### config.mk
export PLATFORM = sky130hd
export DESIGN_NAME = authenticated_command_frame_receiver
export DESIGN_NICKNAME = d
export VERILOG_FILES = /design/src/sv/acfr_pkg.sv /design/src/sv/acfr_ctrl.sv /design/src/sv/acfr_datapath.sv /design/src/sv/authenticated_command_frame_receiver.sv
export SDC_FILE = /design/constraint.sdc
export NUM_CORES = 2
export LEC_CHECK = 0
export BUFFER_PORTS_ARGS = -buffer_cell sky130_fd_sc_hd__buf_2
export CORE_MARGIN = 1.5
export CORE_UTILIZATION = 50
export CTS_CLUSTER_DIAMETER = 30
export DETAILED_ROUTE_END_ITERATION = 8
export HOLD_SLACK_MARGIN = 0.1
export PLACE_DENSITY_LB_ADDON = 0.25
export SLEW_MARGIN = 20
export SYNTH_ARGS = -nofsm -noshare
export SYNTH_HDL_FRONTEND = slang
export SYNTH_SLANG_ARGS = --single-unit
### constraint.sdc
create_clock -name clock -period 8.15 [get_ports clock]
set_clock_uncertainty 0.2 [all_clocks]
set_input_delay 1.63 -clock clock [delete_from_list [all_inputs] [get_ports clock]]
set_output_delay 1.63 -clock clock [all_outputs]
set_load 0.02 [all_outputs]
### src/sv/acfr_pkg.sv
`default_nettype none
package acfr_pkg;

   localparam int REPLAY_DEPTH = 8;
   localparam int HEAD_W = (REPLAY_DEPTH > 1) ? $clog2(REPLAY_DEPTH) : 1;

   localparam logic [31:0] PRELUDE_SEED = 32'h5A5A5A5A;
   localparam logic [31:0] PRELUDE_STEP = 32'h9E3779B9;
   localparam logic [31:0] ABSORB_MUL   = 32'h5BD1E995;
   localparam logic [31:0] FINISH_MUL1  = 32'h85EBCA6B;
   localparam logic [31:0] FINISH_MUL2  = 32'hC2B2AE35;
   localparam logic [15:0] WRAP_HIGH    = 16'hFF00;
   localparam logic [15:0] WRAP_LOW     = 16'h0100;
   localparam logic [8:0]  FRAME_EXTRA  = 9'd10;
   localparam logic [8:0]  TAG_BYTES    = 9'd4;
   localparam logic [8:0]  HDR_BYTES    = 9'd6;

   localparam logic [7:0] MAC_KEY [32] = '{
      8'h48, 8'h4D, 8'h41, 8'h43, 8'h5F, 8'h47, 8'h4F, 8'h4C,
      8'h47, 8'h45, 8'h31, 8'h5F, 8'h53, 8'h45, 8'h43, 8'h52,
      8'h45, 8'h54, 8'h5F, 8'h4B, 8'h45, 8'h59, 8'h5F, 8'h32,
      8'h30, 8'h32, 8'h36, 8'h5F, 8'h54, 8'h55, 8'h41, 8'h21
   };

   function automatic logic [31:0] key_prelude();
      logic [31:0] h;
      h = PRELUDE_SEED;
      for (int i = 0; i < 32; i++) begin
         h = h ^ {24'd0, MAC_KEY[i]};
         h = {h[24:0], h[31:25]};
         h = h + PRELUDE_STEP;
      end
      return h;
   endfunction

   localparam logic [31:0] MAC_INIT = key_prelude();

   typedef enum logic [1:0] {
      STATUS_OK     = 2'd0,
      STATUS_BADTAG = 2'd1,
      STATUS_REPLAY = 2'd2
   } status_type;

   typedef enum logic [1:0] {
      REG_SYNC1 = 2'd0,
      REG_SYNC2 = 2'd1,
      REG_MIN   = 2'd2,
      REG_MAX   = 2'd3
   } csr_idx_type;

   typedef enum logic [3:0] {
      ST_SYNC1, ST_SYNC2, ST_LEN, ST_LMUL, ST_LMIX, ST_BODY, ST_MUL, ST_MIX,
      ST_FIN2, ST_FIN3, ST_TAG, ST_EMIT_DATA, ST_EMIT_VERDICT
   } state_type;

   typedef struct packed {
      logic load_len;
      logic load_body;
      logic absorb_mul;
      logic absorb_mix;
      logic fin1;
      logic fin2;
      logic fin3;
      logic tag_cmp;
      logic emit_data;
      logic emit_verdict;
   } cmd_type;

   typedef struct packed {
      logic sync1_hit;
      logic sync2_hit;
      logic is_data;
      logic is_pend;
      logic is_hdr;
      logic is_last;
      logic range_ok;
      logic rsp_busy;
   } stat_type;

endpackage
`default_nettype wire

### src/sv/acfr_ctrl.sv
`default_nettype none
module acfr_ctrl
   import acfr_pkg::*;
(
   input  wire logic     clock,
   input  wire logic     reset,
   input  wire logic     req_tvalid,
   output logic          req_tready,
   input  wire stat_type st,
   output cmd_type       cmd
);

   state_type state_ff, state_in;

   always_ff @(posedge clock) begin
      if (reset) begin
         state_ff <= ST_SYNC1;
      end else begin
         state_ff <= state_in;
      end
   end

   always_comb begin
      state_in   = state_ff;
      cmd        = '0;
      req_tready = 1'b0;
      unique case (state_ff)
         ST_SYNC1: begin
            req_tready = 1'b1;
            if (req_tvalid && st.sync1_hit) state_in = ST_SYNC2;
         end
         ST_SYNC2: begin
            req_tready = 1'b1;
            if (req_tvalid) state_in = st.sync2_hit ? ST_LEN : ST_SYNC1;
         end
         ST_LEN: begin
            req_tready = 1'b1;
            if (req_tvalid) begin
               cmd.load_len = 1'b1;
               state_in     = ST_LMUL;
            end
         end
         ST_LMUL: begin
            cmd.absorb_mul = 1'b1;
            state_in       = ST_LMIX;
         end
         ST_LMIX: begin
            cmd.absorb_mix = 1'b1;
            state_in       = st.range_ok ? ST_BODY : ST_SYNC1;
         end
         ST_BODY: begin
            req_tready = 1'b1;
            if (req_tvalid) begin
               cmd.load_body = 1'b1;
               state_in      = ST_MUL;
            end
         end
         ST_MUL: begin
            priority if (st.is_data) begin
               cmd.absorb_mul = 1'b1;
               state_in       = ST_MIX;
            end else if (st.is_pend) begin
               cmd.fin1 = 1'b1;
               state_in = ST_FIN2;
            end else begin
               state_in = ST_TAG;
            end
         end
         ST_MIX: begin
            cmd.absorb_mix = 1'b1;
            state_in       = st.is_hdr ? ST_BODY : ST_EMIT_DATA;
         end
         ST_FIN2: begin
            cmd.fin2 = 1'b1;
            state_in = ST_FIN3;
         end
         ST_FIN3: begin
            cmd.fin3 = 1'b1;
            state_in = ST_TAG;
         end
         ST_TAG: begin
            cmd.tag_cmp = 1'b1;
            state_in    = st.is_last ? ST_EMIT_VERDICT : ST_BODY;
         end
         ST_EMIT_DATA: begin
            if (!st.rsp_busy) begin
               cmd.emit_data = 1'b1;
               state_in      = ST_BODY;
            end
         end
         ST_EMIT_VERDICT: begin
            if (!st.rsp_busy) begin
               cmd.emit_verdict = 1'b1;
               state_in         = ST_SYNC1;
            end
         end
         default: state_in = ST_SYNC1;
      endcase
   end

endmodule
`default_nettype wire

### src/sv/acfr_datapath.sv
`default_nettype none
module acfr_datapath
   import acfr_pkg::*;
(
   input  wire logic        clock,
   input  wire logic        reset,
   input  wire cmd_type     cmd,
   output stat_type         st,
   input  wire logic [7:0]  rx_byte,
   input  wire logic [7:0]  sync_byte_one,
   input  wire logic [7:0]  sync_byte_two,
   input  wire logic [8:0]  min_frame_length,
   input  wire logic [8:0]  max_frame_length,
   output logic             rsp_tvalid,
   input  wire logic        rsp_tready,
   output logic [47:0]      rsp_tdata,
   output logic             rsp_tuser
);

   logic [7:0]  byte_ff;
   logic [8:0]  idx_ff, count_ff, flen_ff;
   logic [31:0] mac_ff, prod_ff;
   logic [15:0] seq_ff, highest_ff;
   logic [7:0]  cmd_ff, tdiff_ff;
   logic [15:0] seen_ff [REPLAY_DEPTH];
   logic [HEAD_W-1:0] head_ff;
   logic        rsp_valid_ff;
   logic        rsp_verdict_ff;
   logic [7:0]  rsp_data_ff, rsp_cmd_ff, rsp_plen_ff;
   logic [1:0]  rsp_status_ff;
   logic [15:0] rsp_seq_ff;

   logic [8:0]  pend;
   logic [8:0]  tag_pos;
   logic [7:0]  expect_byte;
   logic [31:0] mix_in, fin1_t, fin2_t;
   logic [15:0] gap;
   logic        hit, reject;
   status_type  status;
   logic [7:0]  plen;

   assign pend    = flen_ff - TAG_BYTES;
   assign tag_pos = idx_ff - pend;
   assign plen    = 8'(flen_ff - FRAME_EXTRA);

   always_comb begin
      unique case (tag_pos[1:0])
         2'd0: expect_byte = mac_ff[31:24];
         2'd1: expect_byte = mac_ff[23:16];
         2'd2: expect_byte = mac_ff[15:8];
         default: expect_byte = mac_ff[7:0];
      endcase
   end

   assign mix_in = mac_ff ^ {24'd0, byte_ff};
   assign fin1_t = mac_ff ^ (mac_ff >> 16);
   assign fin2_t = prod_ff ^ (prod_ff >> 13);

   always_comb begin
      hit = 1'b0;
      for (int i = 0; i < REPLAY_DEPTH; i++) begin
         if (seen_ff[i] == seq_ff) hit = 1'b1;
      end
   end

   assign gap    = highest_ff - seq_ff;
   assign reject = ((seq_ff <= highest_ff) && (gap < 16'(REPLAY_DEPTH)) && hit) ||
                   ((seq_ff < highest_ff) && (gap >= 16'(REPLAY_DEPTH)) &&
                    !((highest_ff > WRAP_HIGH) && (seq_ff < WRAP_LOW)));

   always_comb begin
      priority if (tdiff_ff != 8'd0) status = STATUS_BADTAG;
      else if (reject)               status = STATUS_REPLAY;
      else                           status = STATUS_OK;
   end

   always_comb begin
      st.sync1_hit = (rx_byte == sync_byte_one);
      st.sync2_hit = (rx_byte == sync_byte_two);
      st.is_data   = (idx_ff < pend);
      st.is_pend   = (idx_ff == pend);
      st.is_hdr    = (idx_ff < HDR_BYTES);
      st.is_last   = (count_ff >= flen_ff);
      st.range_ok  = (flen_ff <= max_frame_length) && (flen_ff >= min_frame_length);
      st.rsp_busy  = rsp_valid_ff && !rsp_tready;
   end

   always_ff @(posedge clock) begin
      if (reset) begin
         idx_ff     <= '0;
         count_ff   <= '0;
         flen_ff    <= '0;
         mac_ff     <= MAC_INIT;
         seq_ff     <= '0;
         cmd_ff     <= '0;
         tdiff_ff   <= '0;
         highest_ff <= '0;
         head_ff    <= '0;
         for (int i = 0; i < REPLAY_DEPTH; i++) seen_ff[i] <= '0;
         rsp_valid_ff <= 1'b0;
      end else begin
         if (cmd.load_len) begin
            byte_ff  <= rx_byte;
            flen_ff  <= FRAME_EXTRA + {1'b0, rx_byte};
            idx_ff   <= 9'd2;
            count_ff <= 9'd3;
            mac_ff   <= MAC_INIT;
            tdiff_ff <= '0;
            seq_ff   <= '0;
            cmd_ff   <= '0;
         end
         if (cmd.load_body) begin
            byte_ff  <= rx_byte;
            idx_ff   <= count_ff;
            count_ff <= count_ff + 9'd1;
         end
         if (cmd.absorb_mul) begin
            prod_ff <= 32'({mix_in[18:0], mix_in[31:19]} * ABSORB_MUL);
         end
         if (cmd.absorb_mix) begin
            mac_ff <= prod_ff ^ (prod_ff >> 15);
            if (idx_ff == 9'd3) seq_ff[15:8] <= byte_ff;
            if (idx_ff == 9'd4) seq_ff[7:0]  <= byte_ff;
            if (idx_ff == 9'd5) cmd_ff       <= byte_ff;
         end
         if (cmd.fin1) prod_ff <= 32'(fin1_t * FINISH_MUL1);
         if (cmd.fin2) prod_ff <= 32'(fin2_t * FINISH_MUL2);
         if (cmd.fin3) mac_ff  <= prod_ff ^ (prod_ff >> 16);
         if (cmd.tag_cmp) tdiff_ff <= tdiff_ff | (expect_byte ^ byte_ff);
         if (cmd.emit_verdict && status == STATUS_OK) begin
            seen_ff[head_ff] <= seq_ff;
            head_ff <= (head_ff == HEAD_W'(REPLAY_DEPTH - 1)) ? '0 : head_ff + 1'b1;
            if (seq_ff > highest_ff) highest_ff <= seq_ff;
         end
         if (cmd.emit_data || cmd.emit_verdict) begin
            rsp_valid_ff <= 1'b1;
         end else if (rsp_tready) begin
            rsp_valid_ff <= 1'b0;
         end
      end
   end

   always_ff @(posedge clock) begin
      if (cmd.emit_data || cmd.emit_verdict) begin
         rsp_verdict_ff <= cmd.emit_verdict;
         rsp_data_ff    <= cmd.emit_verdict ? 8'd0 : byte_ff;
         rsp_status_ff  <= cmd.emit_verdict ? status : STATUS_OK;
         rsp_seq_ff     <= seq_ff;
         rsp_cmd_ff     <= cmd_ff;
         rsp_plen_ff    <= plen;
      end
   end

   assign rsp_tvalid = rsp_valid_ff;
   assign rsp_tuser  = rsp_verdict_ff;
   assign rsp_tdata  = {6'd0, rsp_plen_ff, rsp_cmd_ff, rsp_seq_ff, rsp_status_ff, rsp_data_ff};

   a_emit_space: assert property (@(posedge clock) disable iff (reset)
      (cmd.emit_data || cmd.emit_verdict) |-> (!rsp_valid_ff || rsp_tready))
      else $error("result loaded over an untaken beat");
   a_head_hold: assert property (@(posedge clock) disable iff (reset)
      !cmd.emit_verdict |=> $stable(head_ff))
      else $error("replay window moved without a verdict");
   a_high_hold: assert property (@(posedge clock) disable iff (reset)
      !cmd.emit_verdict |=> $stable(highest_ff))
      else $error("highest sequence moved without a verdict");

endmodule
`default_nettype wire

### src/sv/authenticated_command_frame_receiver.sv
`default_nettype none
// Receives a frame one byte per beat: two sync bytes, a length byte, sequence, command id,
// payload and a 4-byte big-endian tag. Payload bytes come out as pass-through beats
// (tuser low); the last tag byte gives one verdict beat (tuser high). The next byte is not
// taken until the last one is through: the length, header and payload bytes pass a multiply
// state and a mix state, a tag byte the tag compare (the first one after the finalizer's
// states), and a result waits while the previous beat is not taken. Frames whose total
// length falls outside the configured range are dropped silently.
module authenticated_command_frame_receiver
   import acfr_pkg::*;
(
   input  wire logic        clock,
   input  wire logic        reset,
   input  wire logic        req_tvalid,
   output logic             req_tready,
   input  wire logic [7:0]  req_tdata,   // rx_byte
   output logic             rsp_tvalid,
   input  wire logic        rsp_tready,
   output logic [47:0]      rsp_tdata,   // data_byte, frame_status, sequence_res,
                                         // command_id, payload_length
   output logic             rsp_tuser,   // is_verdict
   input  wire logic        csr_psel,
   input  wire logic        csr_penable,
   input  wire logic        csr_pwrite,
   input  wire logic [3:0]  csr_paddr,
   input  wire logic [31:0] csr_pwdata,
   output logic [31:0]      csr_prdata,
   output logic             csr_pready
);

   logic [7:0]  sync1_ff, sync2_ff;
   logic [8:0]  min_ff, max_ff;
   csr_idx_type csr_idx;
   cmd_type     cmd;
   stat_type    st;

   assign csr_idx    = csr_idx_type'(csr_paddr[3:2]);
   assign csr_pready = 1'b1;

   always_ff @(posedge clock) begin
      if (reset) begin
         sync1_ff <= 8'd235;
         sync2_ff <= 8'd144;
         min_ff   <= 9'd10;
         max_ff   <= 9'd265;
      end else if (csr_psel && csr_penable && csr_pwrite) begin
         unique case (csr_idx)
            REG_SYNC1: sync1_ff <= csr_pwdata[7:0];
            REG_SYNC2: sync2_ff <= csr_pwdata[7:0];
            REG_MIN:   min_ff   <= csr_pwdata[8:0];
            REG_MAX:   max_ff   <= csr_pwdata[8:0];
            default: ;
         endcase
      end
   end

   always_comb begin
      unique case (csr_idx)
         REG_SYNC1: csr_prdata = {24'd0, sync1_ff};
         REG_SYNC2: csr_prdata = {24'd0, sync2_ff};
         REG_MIN:   csr_prdata = {23'd0, min_ff};
         REG_MAX:   csr_prdata = {23'd0, max_ff};
         default:   csr_prdata = '0;
      endcase
   end

   acfr_ctrl u_ctrl (
      .clock      (clock),
      .reset      (reset),
      .req_tvalid (req_tvalid),
      .req_tready (req_tready),
      .st         (st),
      .cmd        (cmd)
   );

   acfr_datapath u_dp (
      .clock            (clock),
      .reset            (reset),
      .cmd              (cmd),
      .st               (st),
      .rx_byte          (req_tdata),
      .sync_byte_one    (sync1_ff),
      .sync_byte_two    (sync2_ff),
      .min_frame_length (min_ff),
      .max_frame_length (max_ff),
      .rsp_tvalid       (rsp_tvalid),
      .rsp_tready       (rsp_tready),
      .rsp_tdata        (rsp_tdata),
      .rsp_tuser        (rsp_tuser)
   );

endmodule
`default_nettype wire

==> run_results.csv <==
group,metric,value,unit
die,pin_count,135,
synth,synth_mux_area_share,1.856,%
global_routing,grt_pass1_vias,32479,
synth,ys_types,82,
die,fp.dieH,302.2,um
sta,fmax,126.7,MHz
sta,period_needed,7.890,ns
die,start_util,50.58,%
die,core,88510,um2
sta,worst_pin_slew,1.121,ns
setup_path,r2r-start,"u_dp.prod_ff[14]",
synth,synthSimpleGateAreaFrac,8.851,%
synth,ys_top_cells_by_area,"fa_1 (26%), ha_1 (18%), edfxtp_1 (14%)",
drt,num_vias,31110,
setup_path,arrival,8.01,ns
global_routing,met1_usage,37.76,%
finish,fin_nets,5851,
sta,setup_viol,0,
power_and_ir_drop,p_per_area,268.5,nW/um2
global_routing,gr-total-overflow,0,
die,dieArea,91340,um2
synth,seq_area_frac_synth,20.82,%
clocking,cts-root-buf,"clkbuf_16",
synth,ys.flop_type,"edfxtp_1",
drt,drcViolationCount,0,
finish,post-route-util,56.21,%
synth,yosys_warnings,0,
flow_run,maxCapViolCount,0,
clocking,cts_tree,"built",
placed_design,post-place-ws,-0.04704,ns
global_routing,met2_usage,43.09,%
synth,synth-compound-area-share,7.473,%
placed_design,place_congestion,0.9457,
setup_path,cp-end-kind,"flop",
synth,synth_area,44770,um2
global_routing,grt_util_met3,3.146,%
drt,drt_iter0_drc,2401,
die,rows,109,
sta,maxSlewViolCount,0,
synth,yosys.area.top_type_share,25.62,%
min_path,hold_end,"u_dp.rsp_cmd_ff[0]",
clocking,insertion_delay,0.61,ns
die,die_x,302.2,um
setup_path,worst-setup-path-type,"flop to flop",
synth,ys_ff_latch,360,
synth,synth_top_family_by_area,"adder cells",
drt,wirelength,119600,um
min_path,hold_depth,0,
clocking,cts.htree.levels,3,
finish,area_delta_synth_final,11.12,%
sta,worst_slack,0.2603,ns
sta,rsz0062_at_grt,"no",
clocking,cts_sinks,360,
synth,syn_avg_cell_area,10.12,um2
global_routing,grt.total_usage,26.99,%
global_routing,grt_busiest_layer,"met2",
global_routing,grt_max_degree,75,
synth,synth_edf_count,211,
placed_design,place_hpwl,96530,um
min_path,min_from,"u_dp.cmd_ff[0]",
sta,period_share,96.81,%
clocking,clk_pin_slew,0.06,ns
outcome,status,"finished clean",
power_and_ir_drop,ir_drop,0.0007228,V
synth,syn_inst,4425,
clocking,cts_buffers,74,
finish,layout-drive-gt1-share,9.269,%
clocking,clockBufferDepth,3,
synth,synth_fa_ha_area_share,43.45,%
placed_design,portBuffers,79,
setup_path,crit_required,8.27,ns
finish,fin_area,49750,um2
drt,first_pass_iters,6,
placed_design,post_dp_cell_area,47030,um2
setup_path,worstSetupStartpointType,"flop",
sta,slew_headroom,24.32,%
finish,multi_input_area,31210,um2
synth,yosys.area.top_type,"fa_1",
finish,ff_latch_area,9323,um2
clocking,postCtsSetupRepairBufs,0,
drt,drtAntennaViolNets,0,
finish,fillers,7695,
drt,wl_per_cell,20.56,um
sta,finalHoldViolCount,0,
setup_path,rr_endpoint,"u_dp.prod_ff[31]",
synth,synth_xor_area_share,7.551,%
global_routing,antenna_found_initial,2,
setup_path,crit_path_max_fanout,5,
synth,synthArstFlopShare,0,%
setup_path,reg2regPathDepth,26,
min_path,hp-class,"flop to flop",
power_and_ir_drop,power_leakage,24.41,nW
global_routing,grt_pass1_wl,187400,um
drt,vias_per_cell,5.349,
setup_path,r2r_setup_slack,0.26,ns
[worst max-delay path by stage]
stage / startpoint / endpoint / slack [ns] / cells past startpoint
floorplan: u_dp.prod_ff[20] / u_dp.prod_ff[31] / 0.35 / 25
global placement: u_dp.prod_ff[21] / u_dp.prod_ff[31] / 0.009 / 25
detailed placement: u_dp.prod_ff[21] / u_dp.prod_ff[31] / -0.05 / 25
CTS: u_dp.prod_ff[9] / u_dp.prod_ff[31] / 0.04 / 26
global route: u_dp.mac_ff[29] / u_dp.prod_ff[30] / 0.008 / 27
finish: u_dp.prod_ff[14] / u_dp.prod_ff[31] / 0.26 / 26
[synth_stat cells (17+ instances only)]
| cell | instances |
|---|---|
| buf_4 | 34 |
| ha_1 | 638 |
| a21oi_1 | 136 |
| buf_2 | 17 |
| a21o_1 | 44 |
| mux2i_1 | 47 |
| nand3_1 | 59 |
| nand2_1 | 122 |
| nor4_1 | 40 |
| and3_1 | 19 |
| o21a_1 | 26 |
| xor2_1 | 222 |
| and2_2 | 18 |
| dfxtp_1 | 149 |
| edfxtp_1 | 211 |
| clkbuf_1 | 97 |
| o21ai_0 | 65 |
| nor2b_1 | 28 |
| fa_1 | 573 |
| xnor2_1 | 164 |
| and2_1 | 124 |
| nor3_1 | 34 |
| o21bai_1 | 25 |
| a22oi_1 | 33 |
| a211oi_1 | 26 |
| inv_1 | 977 |
| nor2_1 | 218 |
| nand4_1 | 22 |
| a31oi_1 | 19 |
| nand2b_1 | 24 |
[cell usage in the layout, fill, tap and decap left out, drive strengths merged, types with 9 or more instances in the layout]
| cell type | count |
|---|---|
| a211o | 14 |
| a211oi | 26 |
| a21o | 45 |
| a21oi | 138 |
| a221o | 12 |
| a22oi | 33 |
| a31oi | 19 |
| and2 | 142 |
| and3 | 20 |
| buf | 219 |
| bufinv | 9 |
| clkbuf | 89 |
| clkinv | 23 |
| conb | 30 |
| dfxtp | 149 |
| edfxtp | 211 |
| fa | 573 |
| ha | 638 |
| inv | 988 |
| mux2i | 47 |
| mux4 | 16 |
| nand2 | 122 |
| nand2b | 24 |
| nand3 | 59 |
| nand4 | 22 |
| nor2 | 218 |
| nor2b | 29 |
| nor3 | 35 |
| nor4 | 40 |
| o211ai | 10 |
| o21a | 26 |
| o21ai | 65 |
| o21bai | 25 |
| o221ai | 11 |
| o22ai | 15 |
| or2 | 19 |
| or3 | 9 |
| xnor2 | 164 |
| xor2 | 222 |
[per-stage QoR]
step / cells / TNS [ns] / hold WS [ns] / power [W]
finish: 5816 / 0 / 0.2292 / 0.01336
global route: 5815 / 0 / 0.2481 / 0.01434
CTS: 5814 / 0 / 0.2338 / 0.01332
detailed placement: 5677 / -0.04704 / 0.2178 / 0.01015
global placement: 5677 / 0 / 0.2143 / 0.01005
floorplan: 4453 / 0 / 0.2029 / 0.007892
[repair_timing]
action,in CTS,in global routing
hold endpoints to repair,0,0
gates resized for setup,1,11
setup endpoints to repair,1,5
hold buffers,0,0
pin swaps,0,2
[worst max-delay path: stages, from the launching register on]
cell and delay (ns):
edfxtp_1 0.54, xnor2_1 0.38, inv_1 0.17, ha_1 0.37
ha_1 0.30, inv_1 0.06, fa_1 0.43, fa_1 0.50
inv_1 0.05, fa_1 0.49, fa_1 0.50, fa_1 0.50
inv_1 0.05, fa_1 0.47, inv_1 0.04, ha_1 0.33
a21o_1 0.20, a221oi_2 0.26, nand2_1 0.14, o31ai_2 0.29
buf_4 0.18, nand3b_1 0.13, a2111oi_2 0.34, buf_4 0.17
o31ai_1 0.07, xnor2_1 0.29, o22ai_1 0.14
[state kept, by name, summed over array words and instances, names as in the netlist, 16 cells and up]
| name | flops |
|---|---|
| u_dp.highest_ff | 16 |
| u_dp.rsp_seq_ff | 16 |
| u_dp.prod_ff | 32 |
| u_dp.seq_ff | 16 |
| u_dp.seen_ff | 128 |
| u_dp.mac_ff | 32 |
[per-layer routing]
layer,routed length (um),vias to the layer above
met5,19,-
met4,4594,4
met3,6219,214
met2,55100,873
met1,53650,15439
li1,-,14580
[area by class of cell]
cell class | count | share of cell area (%)
repair buffers | 219 | 2.978
flip-flops and latches | 360 | 18.74
clock buffers | 89 | 3.956
well taps | 1165 | 2.930
diodes | 1 | 0.005030
multi-input cells | 2956 | 62.74
clock inverters | 48 | 1.275
inverters | 978 | 7.379
[kinds of logic (layout without fill, tap and decap cells)]
kind of cell / after synthesis / in the layout
AO/OA/AOI/OAI: 498 / 498
XOR/XNOR: 386 / 386
adder cells (fa/ha/maj): 1211 / 1211
buffers and inverters: 1137 / 1334
flip-flops: 360 / 360
multiplexers: 63 / 63
other: 2 / 31
AND/OR/NAND/NOR: 768 / 768
[report_power, final]
| group | total [W] | internal [W] | switching, W |
|---|---|---|---|
| logic | 0.00817 | 0.00354 | 0.00463 |
| registers | 0.00206 | 0.00204 | 0.0000202 |
| clock network | 0.00313 | 0.00204 | 0.00109 |
| total | 0.0134 | 0.00762 | 0.00574 |
Note: power is estimated with default switching activity, not from simulation.
